### config.mk
export PLATFORM = sky130hd
export DESIGN_NAME = tcw_ctrl
export DESIGN_NICKNAME = d
export VERILOG_FILES = /design/src/sv/tcw_pkg.sv /design/src/sv/tcw_ctrl.sv
export SDC_FILE = /design/constraint.sdc
export NUM_CORES = 1
export LEC_CHECK = 0
export BUFFER_PORTS_ARGS = -buffer_cell sky130_fd_sc_hd__buf_2
export CORE_UTILIZATION = 35
export CTS_BUF_LIST = sky130_fd_sc_hd__clkbuf_4
export DETAILED_ROUTE_END_ITERATION = 8
export GPL_ROUTABILITY_DRIVEN = 0
export SETUP_SLACK_MARGIN = 0.15
export SLEW_MARGIN = 25
export SYNTH_ARGS = -nofsm -noshare
export SYNTH_HDL_FRONTEND = slang
export SYNTH_SLANG_ARGS = --single-unit
### constraint.sdc
create_clock -name clk -period 4.2 [get_ports clk]
set_input_delay 0.42 -clock clk [delete_from_list [all_inputs] [get_ports clk]]
set_output_delay 0.42 -clock clk [all_outputs]
set_load 0.02 [all_outputs]
### src/sv/tcw_pkg.sv
`timescale 1ns / 1ps

package tcw_pkg;

  localparam int CURSOR_W    = 11;
  localparam int CELL_IDX_W  = 11;
  localparam int CHAR_W      = 8;
  localparam int CELL_W      = 16;
  localparam int COLOR_W     = 4;
  localparam int CFG_INDEX_W = 2;

  localparam logic [CHAR_W-1:0] CODE_NEWLINE   = 8'd10;
  localparam logic [CHAR_W-1:0] CODE_BACKSPACE = 8'd8;
  localparam logic [CHAR_W-1:0] CODE_SPACE     = 8'h20;
  localparam logic [7:0]        RESET_ATTR     = 8'h0F;

  localparam logic [COLOR_W-1:0] RESET_FG = 4'hF;
  localparam logic [COLOR_W-1:0] RESET_BG = 4'h0;

  localparam logic [CFG_INDEX_W-1:0] REG_FG = 2'd0;
  localparam logic [CFG_INDEX_W-1:0] REG_BG = 2'd1;

  typedef enum logic [1:0] {
    ACT_PUT   = 2'd0,
    ACT_CLEAR = 2'd1,
    ACT_READ  = 2'd2
  } action_t;

  typedef struct packed {
    action_t                 action;
    logic [CHAR_W-1:0]       char_code;
    logic [CELL_IDX_W-1:0]   cell_index;
  } item_t;

  typedef struct packed {
    logic [CURSOR_W-1:0] cursor_position;
    logic [CELL_W-1:0]   cell_value;
  } result_t;

  // controller -> datapath
  typedef struct packed {
    logic capture;
    logic clear_start;
    logic scroll_start;
    logic scroll_step;
    logic fill_step;
    logic put_char;
    logic newline_move;
    logic bs_write;
    logic read_issue;
    logic out_load;
  } cmd_t;

  // datapath -> controller
  typedef struct packed {
    action_t act;
    logic    is_newline;
    logic    is_backspace;
    logic    bs_ok;
    logic    past_end;
    logic    nl_scroll;
    logic    scroll_last;
    logic    fill_last;
  } status_t;

endpackage

### src/sv/tcw_ctrl.sv
`timescale 1ns / 1ps

module tcw_ctrl (
  input  logic             clk,
  input  logic             rst,
  input  logic             item_valid,
  output logic             item_stall,
  output logic             result_valid,
  input  logic             result_stall,
  input  tcw_pkg::status_t status,
  output tcw_pkg::cmd_t    cmd
);
  import tcw_pkg::*;

  typedef enum logic [7:0] {
    ST_INIT   = 8'b0000_0001,
    ST_IDLE   = 8'b0000_0010,
    ST_DECODE = 8'b0000_0100,
    ST_SCROLL = 8'b0000_1000,
    ST_DRAIN  = 8'b0001_0000,
    ST_FILL   = 8'b0010_0000,
    ST_PUT    = 8'b0100_0000,
    ST_DONE   = 8'b1000_0000
  } state_t;

  state_t state;
  state_t state_next;

  always_comb begin
    state_next = state;
    cmd        = '0;
    case (state)
      ST_INIT: begin
        cmd.fill_step = 1'b1;
        if (status.fill_last) begin
          state_next = ST_IDLE;
        end
      end
      ST_IDLE: begin
        if (item_valid) begin
          cmd.capture = 1'b1;
          state_next  = ST_DECODE;
        end
      end
      ST_DECODE: begin
        state_next = ST_DONE;
        case (status.act)
          ACT_PUT: begin
            if (status.is_newline) begin
              if (status.nl_scroll) begin
                cmd.scroll_start = 1'b1;
                state_next       = ST_SCROLL;
              end else begin
                cmd.newline_move = 1'b1;
              end
            end else if (status.is_backspace) begin
              cmd.bs_write = status.bs_ok;
            end else if (status.past_end) begin
              cmd.scroll_start = 1'b1;
              state_next       = ST_SCROLL;
            end else begin
              cmd.put_char = 1'b1;
            end
          end
          ACT_CLEAR: begin
            cmd.clear_start = 1'b1;
            state_next      = ST_FILL;
          end
          ACT_READ: begin
            cmd.read_issue = 1'b1;
          end
          default: ;
        endcase
      end
      ST_SCROLL: begin
        cmd.scroll_step = 1'b1;
        if (status.scroll_last) begin
          state_next = ST_DRAIN;
        end
      end
      ST_DRAIN: begin
        // last copied row lands this cycle
        state_next = ST_FILL;
      end
      ST_FILL: begin
        cmd.fill_step = 1'b1;
        if (status.fill_last) begin
          if (status.act == ACT_PUT && !status.is_newline && !status.is_backspace) begin
            state_next = ST_PUT;
          end else begin
            state_next = ST_DONE;
          end
        end
      end
      ST_PUT: begin
        cmd.put_char = 1'b1;
        state_next   = ST_DONE;
      end
      ST_DONE: begin
        if (!result_valid || !result_stall) begin
          cmd.out_load = 1'b1;
          state_next   = ST_IDLE;
        end
      end
      default: begin
        state_next = ST_IDLE;
      end
    endcase
  end

  always_ff @(posedge clk) begin
    if (rst) begin
      state        <= ST_INIT;
      result_valid <= 1'b0;
    end else begin
      state <= state_next;
      if (cmd.out_load) begin
        result_valid <= 1'b1;
      end else if (!result_stall) begin
        result_valid <= 1'b0;
      end
    end
  end

  assign item_stall = state != ST_IDLE;

endmodule

Word level (Yosys, flattened, before mapping)
Cells that the tools add are included.

word-level totals
  bits of input ports = 13
  logic and storage cells = 67
  output and inout bits = 12
  bits in registers = 9

operators by class
  eq/ne operators = 17
  reductions and logical operators = 10
  muxes and demuxes = 38

operators by type and width
  cell                  count
  $mux W8               10
  $pmux W8 S8           1
  $mux W1               22
  $pmux W8 S2           1
  $ne A2 B2 Y1 const B  5
  $eq A8 B1 Y1 const B  1
  $eq A8 B2 Y1 const B  1
  $eq A8 B3 Y1 const B  1
  $eq A8 B4 Y1 const B  1
  $eq A8 B5 Y1 const B  1
  $eq A8 B6 Y1 const B  1
  $eq A8 B7 Y1 const B  1
  $eq A8 B8 Y1 const B  1
  $ne A8 B2 Y1 const B  1
  $mux W3               2
  $reduce_and A5 Y1     1
  $logic_not A1 Y1      4
  $eq A2 B1 Y1 const B  1
  $eq A2 B2 Y1 const B  1
  $logic_and A1 B1 Y1   2
  $logic_not A2 Y1      1
  $mux W2               1
  $ne A2 B1 Y1 const B  1
  $pmux W1 S2           1
  other kinds (2)       2

Logic depth before layout (Yosys ltp)
  depth in word-level cells = 6
  mapped depth = 6
  mapped depth without buffers = 5

Worst setup path before layout
No wires, ideal clock.

  path type = register -> output
  start point = reg state[5]
  end point = out cmd[3] (netlist name)
  path buffers = 1
  data required time = 3.780 ns
  cell stages (with the launch flop) = 6
  arrival = 1.783 ns
  setup slack = 1.997 ns
  path through = dfxtp_1 > buf_6 > nor3_4 > nand4b_4 > or3_4 > nor3b_1

RTL lines
  what                      RTL line         source
  start: declaration        tcw_ctrl.sv:26   state_t state;
  start signal: assignment  tcw_ctrl.sv:116  state <= state_next;
  end: declaration          tcw_ctrl.sv:11   output tcw_pkg::cmd_t cmd

==> qor.tcl <==
set qor(status) {finished clean}
set qor(synth_compound_gate_area_share_pct) 16.9
set qor(dpl.cell_count) 128
set qor(synthXorXnorAreaFrac_pct) 3.86
set qor(postCtsSetupRepairBufs) 0
set qor(grt_pass1_wl_mm) 2.73
set qor(static-leakage-power_nw) 0.383
set qor(synthesis.instances) 82
set qor(p_sw_share_pct) 29.5
set qor(yosys-top-cells-area) {dfxtp_1, nor2_1, nand2_1}
set qor(areaGrowthSynthToFinish_pct) 23.7
set qor(top_level_ports) 25
set qor(maxSlewViolCount) 0
set qor(hold_path_depth) 2
set qor(vias) 691
set qor(yosys.area_share.adder_pct) 0
set qor(first_global_vias) 601
set qor(min-delay-path-class) {primary input to flop}
set qor(ctsRootBufferMaster) {clkbuf_4}
set qor(clock_insertion_delay_worst_skew_ns) 0.26
set qor(total_power_uw) 210
set qor(timing.max_slew.rel_slack_pct) 64.1
set qor(timing.fmax_mhz) 412
set qor(port_buffers) 24
set qor(muxShareOfSynthArea_pct) 0
set qor(die_area_sq_um) 2130
set qor(drt-total-wl_mm) 1.68
set qor(cts-hold-fix-buffers) 0
set qor(p_seq_share_pct) 44.4
set qor(dpl_cell_area_sq_um) 812
set qor(filler_cell_count) 175
set qor(nets) 121
set qor(p_comb_share_pct) 19.7
set qor(fin_skew_ns) 0.00659
set qor(hold_viol_final) 0
set qor(final.min_clock_period_ns) 2.43
set qor(rsz_0062_raised_after_global_routing) {false}
set qor(clkSinkCount) 9
set qor(path_class) {flop to output pin}
set qor(cpLargestDelayFamily) {simple AND/OR/NAND/NOR gates}
set qor(rr_endpoint) {state[1]}
set qor(grt.overflow.total) 0
set qor(maxCapViolCount) 0
set qor(final_setup_violating_endpoints) 0
set qor(worst-endpoint-arrival_ns) 2.01
set qor(number_of_synthesized_flops_with_an_enable_pin) 0
set qor(ys_warn_count) 0
set qor(final_layout_size_suffix_gt1_share_pct) 35.5
set qor(grt_start_max_net_pins) 10
set qor(row_count) 15
set qor(yosys.area.top_type) {dfxtp_1}
set qor(final.setup.tns_ns) 0
set qor(worst_path_largest_cell_delay_ns) 0.41
set qor(synthDominantCellAreaShare_pct) 26.5
set qor(route.detailed.vias_per_inst) 5.23
set qor(critical_path_cell_by_cell) {nor3_4 -> nand4b_4 -> or3_4 -> nor3b_1 -> buf_2}
set qor(synth-main-ff-cell) {dfxtp_1}
set qor(critical_path_cell_count) 5
set qor(cellPowerDensity_nw_per_um2) 249
set qor(pwr-share-clk_pct) 35.9
set qor(drt_iter0_drc) 12
set qor(final_ant_viol_nets) 0
set qor(post_synth_and_or_nand_nor_area_fraction_pct) 48.2
set qor(final_design_area_no_fill_sq_um) 842
set qor(chipWidth_um) 46.1
set qor(worstSetupStartpoint) {state[5]}
set qor(postSynth.asyncResetShare_pct) 0
set qor(die_height_um) 46.1
set qor(power.internal_uw) 148
set qor(worst_r2r_path_depth) 5
set qor(worstPathRequired_ns) 3.78
set qor(cp.buffers_inverters) 1
set qor(synth_top_family_by_area) {simple AND/OR/NAND/NOR gates}
set qor(drc) 0
set qor(drt_pass1_iterations) 4
set qor(vdd_drop_max_v) 0.000253
set qor(cts.path.max_buffers) 2
set qor(timing.critical_path.fanout_max) 9
set qor(grt.total_usage_pct) 18.5
set qor(post_synth_num_cell_types) 38
set qor(place_hpwl_mm) 1.36
set qor(synth_nets) 95
set qor(ys_seq_elements) 9
set qor(maximum_level_of_the_cts_h_tree) 1
set qor(instances_no_fill) 132
set qor(cp-endpoint) {cmd[3]}
set qor(critPathSlowestCell) {dfxtp_1}
set qor(detail_route.wl_per_cell_um) 12.7
set qor(antenna_violations_before_repair) 0
set qor(tritoncts) {yes}
set qor(worst_setup_path_start_kind) {flop}
set qor(worst_pin_slew_ns) 0.535
set qor(start_util_pct) 38.2
set qor(power.net_switching_uw) 61.8
set qor(final_core_util_pct) 47.2
set qor(critical_path.endpoint_type) {output pin}
set qor(post_synth.cell_area_avg_sq_um) 8.30
set qor(worst_setup_hold_path_clk_slew_ns) 0.07
set qor(diodes) 0
set qor(synth.cell_area_sq_um) 681
set qor(min_period_over_period_pct) 57.8
set qor(synth.yosys.seq_area_share_pct) 26.5
set qor(ff2ff_setup_slack_ns) 2.30
set qor(cts_resized) 0
set qor(startpoint_of_the_most_critical_register_to_register_path) {state[1]}
set qor(core-area_sq_um) 1780
set qor(cts-buffers-inserted) 3
==> through the flow <==
| step | setup WS, ns | hold slack (ns) |
|---|---|---|
| 4_1_cts | 1.76 | 0.352 |
| 2_1_floorplan | 2.00 | 0.489 |
| 5_1_grt | 1.60 | 0.346 |
| 6_report | 1.77 | 0.360 |
| 3_5_place_dp | 2.06 | 0.490 |
| 3_3_place_gp | 2.13 | 0.490 |
==> registers in the layout, summed over array words and instances (netlist names) <==
signal and flops:
state 8, result_valid 1
==> power groups by stage <==
stage	logic [mW]	registers [mW]	clock network, mW
global route	0.0459	0.0935	0.0837
detailed placement	0.0412	0.0949	0
floorplan	0.0293	0.0918	0
global placement	0.0410	0.0948	0
CTS	0.0414	0.0930	0.0782
finish	0.0413	0.0930	0.0753
==> worst min-delay path by stage <==
| stage | start | to |
|---|---|---|
| 2_1_floorplan | rst | result_valid |
| 3_3_place_gp | result_valid | result_valid |
| 3_5_place_dp | result_valid | result_valid |
| 4_1_cts | rst | result_valid |
| 5_1_grt | rst | result_valid |
| 6_report | rst | result_valid |
==> layout make-up <==
class	instances	area, sq um	share of cell area (%)
sequential	9	180	21.4
clock buffer	4	30.0	3.57
timing repair buffer	24	120	14.3
inverter	3	11.3	1.34
tap	25	31.3	3.71
multi-input combinational	67	469	55.7
==> layer usage <==
metal	up-vias	routed length (um)	track usage, %
li1	355	-	-
met1	318	818	24.5
met2	16	772	27.6
met3	2	70	7.06
met4	0	13	5.29
met5	-	0	0
==> layout by cell type, fill, tap and decap left out, types with 2 or more instances in the layout <==
| cell type | instances |
|---|---|
| buf_2 | 24 |
| nor2_1 | 10 |
| nand2_1 | 9 |
| dfxtp_1 | 9 |
| nor3_1 | 4 |
| a21oi_1 | 4 |
| clkbuf_4 | 4 |
| nor4b_1 | 3 |
| inv_1 | 3 |
| nand3_1 | 3 |
| nor3b_1 | 3 |
| xor2_1 | 3 |
| nor4_2 | 2 |
| nand2b_1 | 2 |
| o21ai_0 | 2 |
==> cell families after synthesis <==
kind of cell    Yosys count
simple gates             49
compound gates           15
flops                     9
buf+inv                   6
xor+xnor                  3
==> worst reg2reg max path, delay by kind of cell, from the launching register on <==
| kind | cells | cell delay (ns) |
|---|---|---|
| and+or+nand+nor | 3 | 0.98 |
| AOI/OAI and AO/OA | 2 | 0.38 |
| DFF | 1 | 0.40 |
==> synthesized netlist by cell type (all sizes together) (3+ instances only) <==
cell type  count
a21oi          5
dfxtp          9
inv            3
nand2          9
nand3          4
nor2          10
nor3           6
nor3b          3
nor4           3
nor4b          3
xor2           3
(Power assumes the default switching activity.)
